`config.mk`:
```
export PLATFORM = sky130hd
export DESIGN_NAME = lzwd_ctrl
export DESIGN_NICKNAME = d
export VERILOG_FILES = /design/src/lzwd_pkg.sv /design/src/lzwd_ctrl.sv
export SDC_FILE = /design/constraint.sdc
export NUM_CORES = 1
export LEC_CHECK = 0
export BUFFER_PORTS_ARGS = -buffer_cell sky130_fd_sc_hd__buf_4
export CAP_MARGIN = 0
export CORE_AREA = 2 2 39 41
export DETAILED_ROUTE_END_ITERATION = 8
export DIE_AREA = 0 0 41 43
export GPL_TIMING_DRIVEN = 0
export SYNTH_ARGS = -nofsm -noshare
export SYNTH_HDL_FRONTEND = slang
export SYNTH_SLANG_ARGS = --single-unit
```
`constraint.sdc`:
```
create_clock -name clk -period 3.55 [get_ports clk]
set_clock_uncertainty 0.1 [all_clocks]
set_input_delay 0.5325 -clock clk [delete_from_list [all_inputs] [get_ports clk]]
set_output_delay 0.5325 -clock clk [all_outputs]
set_load 0.05 [all_outputs]
```
`src/lzwd_pkg.sv`:
```
// Shared types, constants and codes for the LZ window decompressor.
package lzwd_pkg;

  localparam int WINDOW_DEPTH_DEF = 4096;
  localparam int LANES_DEF        = 8;
  localparam int LEN_W            = 9;
  localparam int DIST_W           = 13;
  localparam int COUNT_W          = 32;
  localparam int OUT_W            = 64;

  localparam logic [LEN_W-1:0] LONG_BASE  = 9'h012;
  localparam logic [LEN_W-1:0] SHORT_BASE = 9'h002;

  // Parser position within the compressed stream.
  typedef enum logic [1:0] {
    PH_FLAG,
    PH_ITEM,
    PH_TOK2,
    PH_TOK3
  } phase_t;

  // Controller states.
  typedef enum logic [2:0] {
    S_IDLE,
    S_LIT,
    S_RD,
    S_WR,
    S_FLUSH_MID,
    S_FLUSH
  } state_t;

  // Commands from the controller to the datapath.
  typedef struct packed {
    logic take;
    logic put_lit;
    logic put_copy;
    logic finish;
    logic flush;
  } cmd_t;

  // Status from the datapath to the controller.
  typedef struct packed {
    logic done;
    logic start_lit;
    logic start_copy;
    logic copy_end;
    logic lane_last;
    logic acc_nonempty;
    logic out_free;
  } stat_t;

endpackage

```
`src/lzwd_ctrl.sv`:
```
// Controller state machine sequencing literals, copies and word flushes.
module lzwd_ctrl
  import lzwd_pkg::*;
(
  input  logic  clk,
  input  logic  rst_n,
  input  logic  in_valid,
  output logic  in_stall,
  input  stat_t st,
  output cmd_t  cmd
);

  state_t state_r, state_nxt;

  // State register.
  always_ff @(posedge clk) begin
    if (!rst_n) begin
      state_r <= S_IDLE;
    end else begin
      state_r <= state_nxt;
    end
  end

  // Next state.
  always_comb begin
    state_nxt = state_r;
    unique case (state_r)
      S_IDLE: begin
        if (in_valid && !st.done) begin
          if (st.start_lit) begin
            state_nxt = S_LIT;
          end else if (st.start_copy) begin
            state_nxt = S_RD;
          end
        end
      end
      S_LIT: state_nxt = S_FLUSH;
      S_RD: begin
        if (st.copy_end) begin
          state_nxt = st.acc_nonempty ? S_FLUSH : S_IDLE;
        end else begin
          state_nxt = S_WR;
        end
      end
      S_WR: state_nxt = st.lane_last ? S_FLUSH_MID : S_RD;
      S_FLUSH_MID: begin
        if (st.out_free) begin
          state_nxt = S_RD;
        end
      end
      S_FLUSH: begin
        if (st.out_free) begin
          state_nxt = S_IDLE;
        end
      end
      default: state_nxt = S_IDLE;
    endcase
  end

  // Outputs.
  always_comb begin
    cmd      = '0;
    in_stall = (state_r != S_IDLE);
    unique case (state_r)
      S_IDLE: cmd.take = in_valid;
      S_LIT: begin
        cmd.put_lit = 1'b1;
        cmd.finish  = 1'b1;
      end
      S_RD:        cmd.finish   = st.copy_end;
      S_WR:        cmd.put_copy = 1'b1;
      S_FLUSH_MID: cmd.flush    = st.out_free;
      S_FLUSH:     cmd.flush    = st.out_free;
      default:     cmd          = '0;
    endcase
  end

endmodule

```
Word-level counts from Yosys, hierarchy flattened

Index checks and enable logic that the tools add are counted.

Output and inout port bits: 6
Flip-flop bits (word level): 3
Logic and storage cells: 30
Bits of input ports: 10

Reduce and logical (&&, ||, !) cells: 6
Multiplexer cells: 14
Eq/ne operators: 9

Operators by type and width:

| operator                                            | number |
|---|---|
| 2-to-1 mux 3 bit                                    | 8 |
| case mux 3 bit (6 select lines)                     | 1 |
| equality test 3 x 2 -> 1 bit, second input constant | 2 |
| equality test 3 bit, second input constant          | 2 |
| inequality test 2 bit, second input constant        | 3 |
| 2-to-1 mux 1 bit                                    | 4 |
| AND reduction 4 bit                                 | 1 |
| equality test 3 x 1 -> 1 bit, second input constant | 1 |
| zero test 3 bit                                     | 1 |
| inequality test 3 bit, second input constant        | 1 |
| nonzero test 3 bit                                  | 1 |
| case mux 1 bit (2 select lines)                     | 1 |
| OR reduction 2 bit                                  | 1 |
| logical AND 1 bit                                   | 1 |
| zero test 1 bit                                     | 1 |

Longest topological paths before layout

Gate-level depths: netlist of the first run.

Depth after elaboration: 4
Gate-level depth with buffers: 4
Depth with buffers taken out: 3

Worst setup path after synthesis of the first run

OpenSTA, ideal clock, no wires.

Path kind: flip-flop to output port
Start point: reg state_r[1]
End point: out cmd[4] (netlist bit)
Path buffers: 1
Required time: 2,917 ps
Arrival time: 1,715 ps
Stages on the path, launching flop included: 5
Slack: 1,203 ps
Cells stage by stage: dfxtp_1 -> buf_4 -> nor2_1 -> nand2_1 -> nor2_1

RTL lines:

| element                  | line            | source |
|---|---|---|
| start: declaration       | lzwd_ctrl.sv:13 | `state_t state_r, state_nxt;` |
| start signal: assignment | lzwd_ctrl.sv:20 | `state_r <= state_nxt;` |
| end: declaration         | lzwd_ctrl.sv:10 | `output cmd_t cmd` |

==> impl_metrics.json, run 1 <==
{
  "area_growth_pct": 58.3,
  "clk_transition_reported_paths_ps": 40,
  "rsz0062_at_grt": "no",
  "stdcell_count": 70,
  "criticalPathCategory": "reg2out",
  "drc": 0,
  "wl_microns": 713,
  "total_power_mw": 0.156,
  "cp.arrival_ps": 1360,
  "setup_tns_ps": 0,
  "cp_max_fo": 10,
  "drive_gt1_share_pct": 46.3,
  "clkSinkCount": 3,
  "die_area_sq_mm": 0.00176,
  "worst_hold_startpoint": "rst_n",
  "hp-class": "in2reg",
  "setup_violations": 0,
  "die_width_microns": 41,
  "dpl.hpwl_microns": 551,
  "finalMaxSlewViolations": 0,
  "floorplan.initialDensity_pct": 19.7,
  "critPathRequiredTime_ps": 2920,
  "status": "complete, no violations",
  "leakage_nw": 0.207,
  "reg2reg_slack_ps": 2280,
  "worst_pin_slew_ps": 185,
  "top_regs": "state_r (3)",
  "worstHoldEndpoint": "state_r[2]",
  "cp-end-kind": "output pin",
  "io_buffers": 15,
  "clk_latency_ps": 230,
  "largest_register": "state_r",
  "gp_congestion": 0.726,
  "postCtsSetupBuffers": 0,
  "cts_root_buf": "clkbuf_4",
  "vdd.ir_drop.worst_uv": 150,
  "clk_path_buf_depth": 2,
  "numCtsBuffers": 3,
  "rows": 14,
  "cts_tree": "yes",
  "via_per_inst": 4.67,
  "yosysTopAreaCell": "dfxtp_1",
  "r2r_cells": 3,
  "wl_per_cell_microns": 10.2,
  "crit_chain": "buf_4, nand2_1, mux2_2, nor2_1, buf_4",
  "grt_max_degree": 11,
  "place_inst": 66,
  "io_pins": 16,
  "dr.pass1.iters": 4,
  "syn-num-nets": 45,
  "overflow": 0,
  "grtUsageTotal_pct": 10.8,
  "synthCells": 35,
  "cp_slowest_stage_delay_ps": 360,
  "hold_viol": 0,
  "grt_pass1_wl_mm": 1.24,
  "largest_reg_flops": 3,
  "drt_iter0_drc": 7,
  "yosysTopAreaCellShare_pct": 22.0,
  "min_period_over_period_pct": 56.2,
  "postRouteAntennaNets": 0,
  "utilization_pct": 31.2,
  "nets": 65,
  "timing.fmax_mhz": 501,
  "cts_hold_buffers": 0,
  "synth_seq_cells": 3,
  "cts-htree-levels": 1,
  "r2r-end": "state_r[1]",
  "p_per_area_mw_per_mm2": 361,
  "grt_pass1_vias": 326,
  "cap_violations": 0,
  "relSlewSlack_pct": 87.6,
  "hold_depth": 3,
  "cts_resized": 0,
  "core_area_sq_mm": 0.00138,
  "die_y_microns": 43,
  "finalCriticalPeriod_ps": 2000,
  "syn-cell-area_sq_um": 273,
  "yosysSeqAreaShare_pct": 22.0,
  "crit_slowest_cell": "dfxtp_1",
  "antenna_found_initial": 0,
  "avgSynthCellArea_sq_um": 7.79,
  "yosysWarningCount": 0,
  "r2r-start": "state_r[1]",
  "cp-start-kind": "register",
  "diodes": 0,
  "synth_top_cells_by_area": "dfxtp_1, nor2_1, mux2_4",
  "vias": 327,
  "synth_cell_types": 24,
  "cpMostUsedCell": "buf_4"
}
cell usage after synthesis (all sizes together):
cell,number
nand2,3
and3,1
nand4,1
a31oi,1
buf,2
o31ai,2
nor2,5
a2bb2oi,1
a31o,1
nand3b,1
mux2,2
o31a,1
nand2b,1
nor3b,3
o21a,1
nor2b,1
nand3,1
inv,3
a211oi,1
dfxtp,3
final cells by class:
type | count | area, sq um
buffer | 2 | 12.5
timing repair buffer | 15 | 113
clock buffer | 4 | 26.3
inverter | 3 | 11.3
multi-input combinational | 27 | 189
tap | 16 | 20.0
fill | 158 | 952
sequential | 3 | 60.1
logic make-up after synthesis:
logic type             after synthesis  synth area share, %
DFF                                  3                 22.0
buffers and inverters                5                 8.71
AOI/OAI and AO/OA                    8                 24.8
muxes                                2                 9.63
and+or+nand+nor                     17                 34.9
where the power goes:
group / internal [mW] / switching, mW
clock network: 0.0421 / 0.0167
registers: 0.0357 / 0.00127
logic: 0.0249 / 0.0351
total: 0.103 / 0.0531
critical path: cells and delay by family (launching register included):
kind | cells | cell delay (ps)
buffers and inverters | 2 | 380
flip-flops | 1 | 360
AND/OR/NAND/NOR | 2 | 130
multiplexers | 1 | 250
layer usage:
layer  global-route usage [%]  up-vias  share of wire, %
met2                     15.6       14                48
li1                         -      164                 -
met3                     6.28        0               5.3
met5                        0        -                 0
met4                     6.00        0                 0
met1                     11.8      149                47
metrics by stage:
stage	instance area, sq um	hold WS (ps)	setup slack [ps]
final	432	457	1550
after global routing	432	450	1430
after CTS	432	446	1520
after detailed placement	405	466	1700
after global placement	405	454	1710
after floorplan	273	398	1200
cells in the final DEF, fill, tap and decap left out, drive strengths merged:
cell     Yosys  layout
buf          2      17
nor2         5       5
clkbuf       0       4
inv          3       3
nand2        3       3
dfxtp        3       3
nor3b        3       3
mux2         2       2
o31ai        2       2
and3         1       1
nand3b       1       1
o21a         1       1
o31a         1       1
nand4        1       1
a31o         1       1
a31oi        1       1
a211oi       1       1
nand2b       1       1
nor2b        1       1
a2bb2oi      1       1
nand3        1       1
how the worst max path moves through the flow:
stage               startpoint  endpoint  slack [ps]  cells past startpoint
finish              state_r[1]    cmd[1]        1550                      5
detailed placement       st[3]    cmd[1]        1700                      5
global placement         st[3]    cmd[1]        1710                      5
CTS                 state_r[1]    cmd[1]        1520                      5
floorplan           state_r[1]    cmd[4]        1200                      4
global route        state_r[1]    cmd[1]        1430                      5
(Power assumes the default switching activity.)
==> run 2: changes to the inputs <==
- clock period: 3.55 -> 2.07 ns (I/O delays scaled with it)
==> run 2 against run 1 <==
  * Sequential power grew 71%
  * Die area is the same
  * Via count shrank 4.3%
  * Routed wire length grew 1.5%
  * First-iteration DRC count shrank 71%
  * Global-route usage shrank 0.49 points
  * Clock power grew 79%
  * Power grew 75%
  * Sequential cell count is the same
  * Final area grew 0.58%
  * Largest cell class unchanged
==> impl_metrics.json, run 2 (same netlist as run 1, synthesis figures left out) <==
{
  "hp-class": "in2reg",
  "grt_pass1_vias": 312,
  "numCtsBuffers": 3,
  "grt_pass1_wl_mm": 1.21,
  "finalCriticalPeriod_ps": 1780,
  "diodes": 0,
  "crit_buf_inv": 2,
  "gp_congestion": 0.848,
  "clockPowerShare_pct": 38.5,
  "setup_tns_ps": 0,
  "cp_max_fo": 10,
  "die_width_microns": 41,
  "cp-start-kind": "register",
  "cts_resized": 0,
  "rsz0062_at_grt": "no",
  "cp-end-kind": "output pin",
  "postRouteAntennaNets": 0,
  "overflow": 0,
  "total_power_mw": 0.273,
  "rows": 14,
  "crit_chain": "buf_4, nand2_1, mux2_2, nor2_1, buf_4",
  "antenna_found_initial": 0,
  "cp_slowest_stage_delay_ps": 370,
  "cts_hold_buffers": 0,
  "critPathRequiredTime_ps": 1660,
  "relSlewSlack_pct": 87.3,
  "drc": 0,
  "status": "complete, no violations",
  "dpl.hpwl_microns": 575,
  "cts_root_buf": "clkbuf_4",
  "layout_commonest_cell": "buf_4",
  "fin_area_sq_um": 434,
  "intPower_mw": 0.177,
  "dpl_cell_area_sq_um": 408,
  "regArea_sq_um": 60.1,
  "largest_reg_flops": 3,
  "worst_pin_slew_ps": 189,
  "die_area_sq_mm": 0.00176,
  "top_usage_layer": "met2",
  "clk_transition_reported_paths_ps": 40,
  "core_area_sq_mm": 0.00138,
  "die_y_microns": 43,
  "crit_slowest_cell": "dfxtp_1",
  "layout_common_cells": "buf_4, nor2_1",
  "min_period_over_period_pct": 86.0,
  "wl_microns": 724,
  "wl_per_cell_microns": 10.3,
  "postCtsSetupBuffers": 0,
  "grt_use_met3_pct": 4.71,
  "fillCellCount": 159,
  "nets": 65,
  "p_comb_share_pct": 38.3,
  "finalMaxSlewViolations": 0,
  "top_regs": "state_r (3)",
  "vdd.ir_drop.worst_uv": 288,
  "floorplan.initialDensity_pct": 19.7,
  "place_inst": 66,
  "grt_max_degree": 11,
  "setup_violations": 0,
  "drt_iter0_drc": 2,
  "leakage_nw": 0.207,
  "stdcell_count": 70,
  "p_sw_mw": 0.0963,
  "multi_input_area_sq_um": 191,
  "via_per_inst": 4.47,
  "dr.pass1.iters": 4,
  "criticalPathCategory": "reg2out",
  "clkSinkCount": 3,
  "p_per_area_mw_per_mm2": 629,
  "hold_viol": 0,
  "clk_path_buf_depth": 2,
  "cp_top_family": "buffers and inverters",
  "cpMostUsedCell": "buf_4",
  "switching_share_pct": 35.3,
  "area_growth_pct": 59.2,
  "cts-htree-levels": 1,
  "grtUsageTotal_pct": 10.3,
  "io_buffers": 15,
  "io_pins": 16,
  "timing.fmax_mhz": 561,
  "seqPwrFrac_pct": 23.2,
  "met2_usage_pct": 14.4,
  "cts_tree": "yes",
  "clk_latency_ps": 240,
  "drive_gt1_share_pct": 48.1,
  "cp.arrival_ps": 1370,
  "largest_register": "state_r",
  "vias": 313,
  "cap_violations": 0,
  "use_met1_pct": 12.5
}
run 2: cell types whose count changed in the layout (fill, tap and decap cells not counted):
| cell | delta |
|---|---|
| nor2_2 | +1 |
| nor2_1 | -1 |
run 2: path summary, 6_finish.rpt:
kind	from	end	slack (ps)	cells after the start
hold reg to reg	state_r[2]	state_r[1]	460	2
setup / recovery	state_r[1]	cmd[1]	290	5
setup reg to reg	state_r[1]	state_r[1]	810	3
hold / removal	rst_n	state_r[2]	220	3
run 2: final cells by class:
cell class / instances / area share (%)
Sequential cell: 3 / 13.8
Tap cell: 16 / 4.61
Buffer: 2 / 2.88
Multi-Input combinational cell: 27 / 44.1
Clock buffer: 4 / 6.05
Inverter: 3 / 2.59
Timing Repair Buffer: 15 / 25.9
run 2: power groups by stage:
stage	sequential, mW	clock, mW	combinational, mW
global route	0.0638	0.117	0.112
CTS	0.0633	0.110	0.105
finish	0.0633	0.105	0.105
global placement	0.0642	0	0.104
detailed placement	0.0642	0	0.105
floorplan	0.0637	0	0.0699
run 2: metrics by stage:
stage               setup WS [ps]  hold slack [ps]  util, %
finish                        289              223     31.4
global route                  175              234     31.4
CTS                           268              214     31.4
detailed placement            527              455     29.5
global placement              543              447     29.5
floorplan                    31.7              324        -
run 2: tightest hold or removal path: stages:
cell and delay [ps]:
buf_4 120, inv_1 40, a211oi_1 30
run 2: metal layers:
metal,up-vias,wire (microns)
met5,-,0
met4,0,11
met3,2,43
met2,13,347
met1,136,322
li1,162,-
==> run 3: changes to the inputs <==
- CTS_BUF_LIST: not set -> sky130_fd_sc_hd__clkbuf_4
==> run 3 against run 2 <==
  * Hold slack worse by 0.71 ps
  * Fmax is 0.10% lower
  * Clock-buffer cell count stayed put
  * Non-clock buffer count stayed put
==> impl_metrics.json, run 3 (same netlist as run 1, synthesis figures left out) <==
{
  "status": "complete, no violations",
  "clkSinkCount": 3,
  "criticalPathCategory": "reg2out",
  "drt_iter0_drc": 2,
  "p_comb_share_pct": 36.4,
  "layout_commonest_cell": "buf_4",
  "io_pins": 16,
  "cp-start-kind": "register",
  "clk_path_buf_depth": 2,
  "hold_depth": 3,
  "hold-worst-slack_ps": 222,
  "antenna_found_initial": 0,
  "grt_pass1_vias": 314,
  "nets": 65,
  "grt_max_degree": 11,
  "seqPwrFrac_pct": 22.0,
  "cp.arrival_ps": 1370,
  "use_met1_pct": 12.8,
  "cts_root_buf": "clkbuf_4",
  "floorplan.initialDensity_pct": 19.7,
  "dr.pass1.iters": 4,
  "crit_buf_inv": 2,
  "finalCriticalPeriod_ps": 1780,
  "postRouteAntennaNets": 0,
  "cts_tree": "yes",
  "cp_slowest_stage_delay_ps": 370,
  "leakage_nw": 0.210,
  "grt_pass1_wl_mm": 1.24,
  "setup_tns_ps": 0,
  "die_area_sq_mm": 0.00176,
  "numCtsBuffers": 3,
  "io_buffers": 15,
  "grt_use_met3_pct": 4.71,
  "path_depth": 5,
  "p_sw_mw": 0.0975,
  "cts_hold_buffers": 0,
  "gp_congestion": 0.848,
  "area_growth_pct": 60.6,
  "top_regs": "state_r (3)",
  "core_area_sq_mm": 0.00138,
  "cts_resized": 0,
  "clk_latency_ps": 240,
  "rows": 14,
  "worst_pin_slew_ps": 189,
  "relSlewSlack_pct": 87.3,
  "switching_share_pct": 33.9,
  "r2r-start": "state_r[1]",
  "r2r_cells": 3,
  "cp_top_family": "buffers and inverters",
  "critPathRequiredTime_ps": 1660,
  "wl_per_cell_microns": 10.4,
  "overflow": 0,
  "rsz0062_at_grt": "no",
  "via_per_inst": 4.43,
  "finalMaxSlewViolations": 0,
  "r2r-end": "state_r[1]",
  "dpl.hpwl_microns": 575,
  "crit_chain": "buf_4, nand2_1, mux2_2, nor2_1, buf_4",
  "reg2reg_slack_ps": 810,
  "hp-class": "in2reg",
  "worstHoldEndpoint": "state_r[2]",
  "min_period_over_period_pct": 86.1,
  "die_width_microns": 41,
  "crit_slowest_cell": "dfxtp_1",
  "cp-end-kind": "output pin",
  "setup_violations": 0,
  "hold_viol": 0,
  "postCtsSetupBuffers": 0,
  "met2_usage_pct": 14.7,
  "intPower_mw": 0.190,
  "worst_hold_startpoint": "rst_n",
  "grtUsageTotal_pct": 10.5,
  "clockPowerShare_pct": 41.6,
  "largest_register": "state_r",
  "cap_violations": 0,
  "cts-htree-levels": 1,
  "drive_gt1_share_pct": 50.0,
  "top_usage_layer": "met2",
  "cp_max_fo": 10,
  "largest_reg_flops": 3,
  "drc": 0,
  "timing.fmax_mhz": 561,
  "wl_microns": 729,
  "cpMostUsedCell": "buf_4",
  "layout_common_cells": "buf_4, nor2_1, clkbuf_4",
  "clk_transition_reported_paths_ps": 40,
  "p_per_area_mw_per_mm2": 656,
  "die_y_microns": 43,
  "diodes": 0,
  "vdd.ir_drop.worst_uv": 289,
  "vias": 310
}
[run 3: cell counts in the layout (fill, tap and decap cells not counted)]
Identical to the previous run, type by type.
[run 3: stage by stage]
stage | area [sq um] | power, mW | instances | util [%] | setup slack [ps]
6_report | 438 | 0.287 | 70 | 31.6 | 287
3_5_place_dp | 408 | 0.169 | 66 | 29.5 | 527
2_1_floorplan | 275 | 0.134 | 35 | - | 31.7
3_3_place_gp | 408 | 0.168 | 66 | 29.5 | 543
4_1_cts | 438 | 0.294 | 70 | 31.6 | 266
5_1_grt | 438 | 0.308 | 70 | 31.6 | 175
[run 3: worst min-delay path, delay by kind of cell]
kind	cells	cell delay, ps
buffers and inverters	2	160
AO/OA/AOI/OAI	1	30
[run 3: power by group through the flow]
stage               clock network [mW]  logic [mW]  registers, mW
floorplan                            0      0.0699         0.0637
global placement                     0       0.104         0.0642
detailed placement                   0       0.105         0.0642
CTS                              0.125       0.105         0.0633
global route                     0.131       0.112         0.0638
finish                           0.120       0.105         0.0633
[run 3: how the worst max path moves through the flow]
stage	from	end	slack, ps
final	state_r[1]	cmd[1]	290
after global routing	state_r[1]	cmd[1]	180
after CTS	state_r[1]	cmd[1]	270
after detailed placement	state_r[1]	cmd[1]	530
after global placement	state_r[1]	cmd[1]	540
after floorplan	state_r[0]	cmd[3]	30
[run 3: per-layer routing]
layer  part of all wire, %  wire, microns
met5                     0              0
met4                   1.5             11
met3                   5.8             42
met2                    49            354
met1                    44            320
[run 3: layout make-up]
cell class,instances,area [sq um]
Sequential cell,3,60.1
Multi-Input combinational cell,27,191
Inverter,3,11.3
Timing Repair Buffer,15,113
Buffer,2,12.5
Fill cell,157,946
Tap cell,16,20.0
Clock buffer,4,30.0
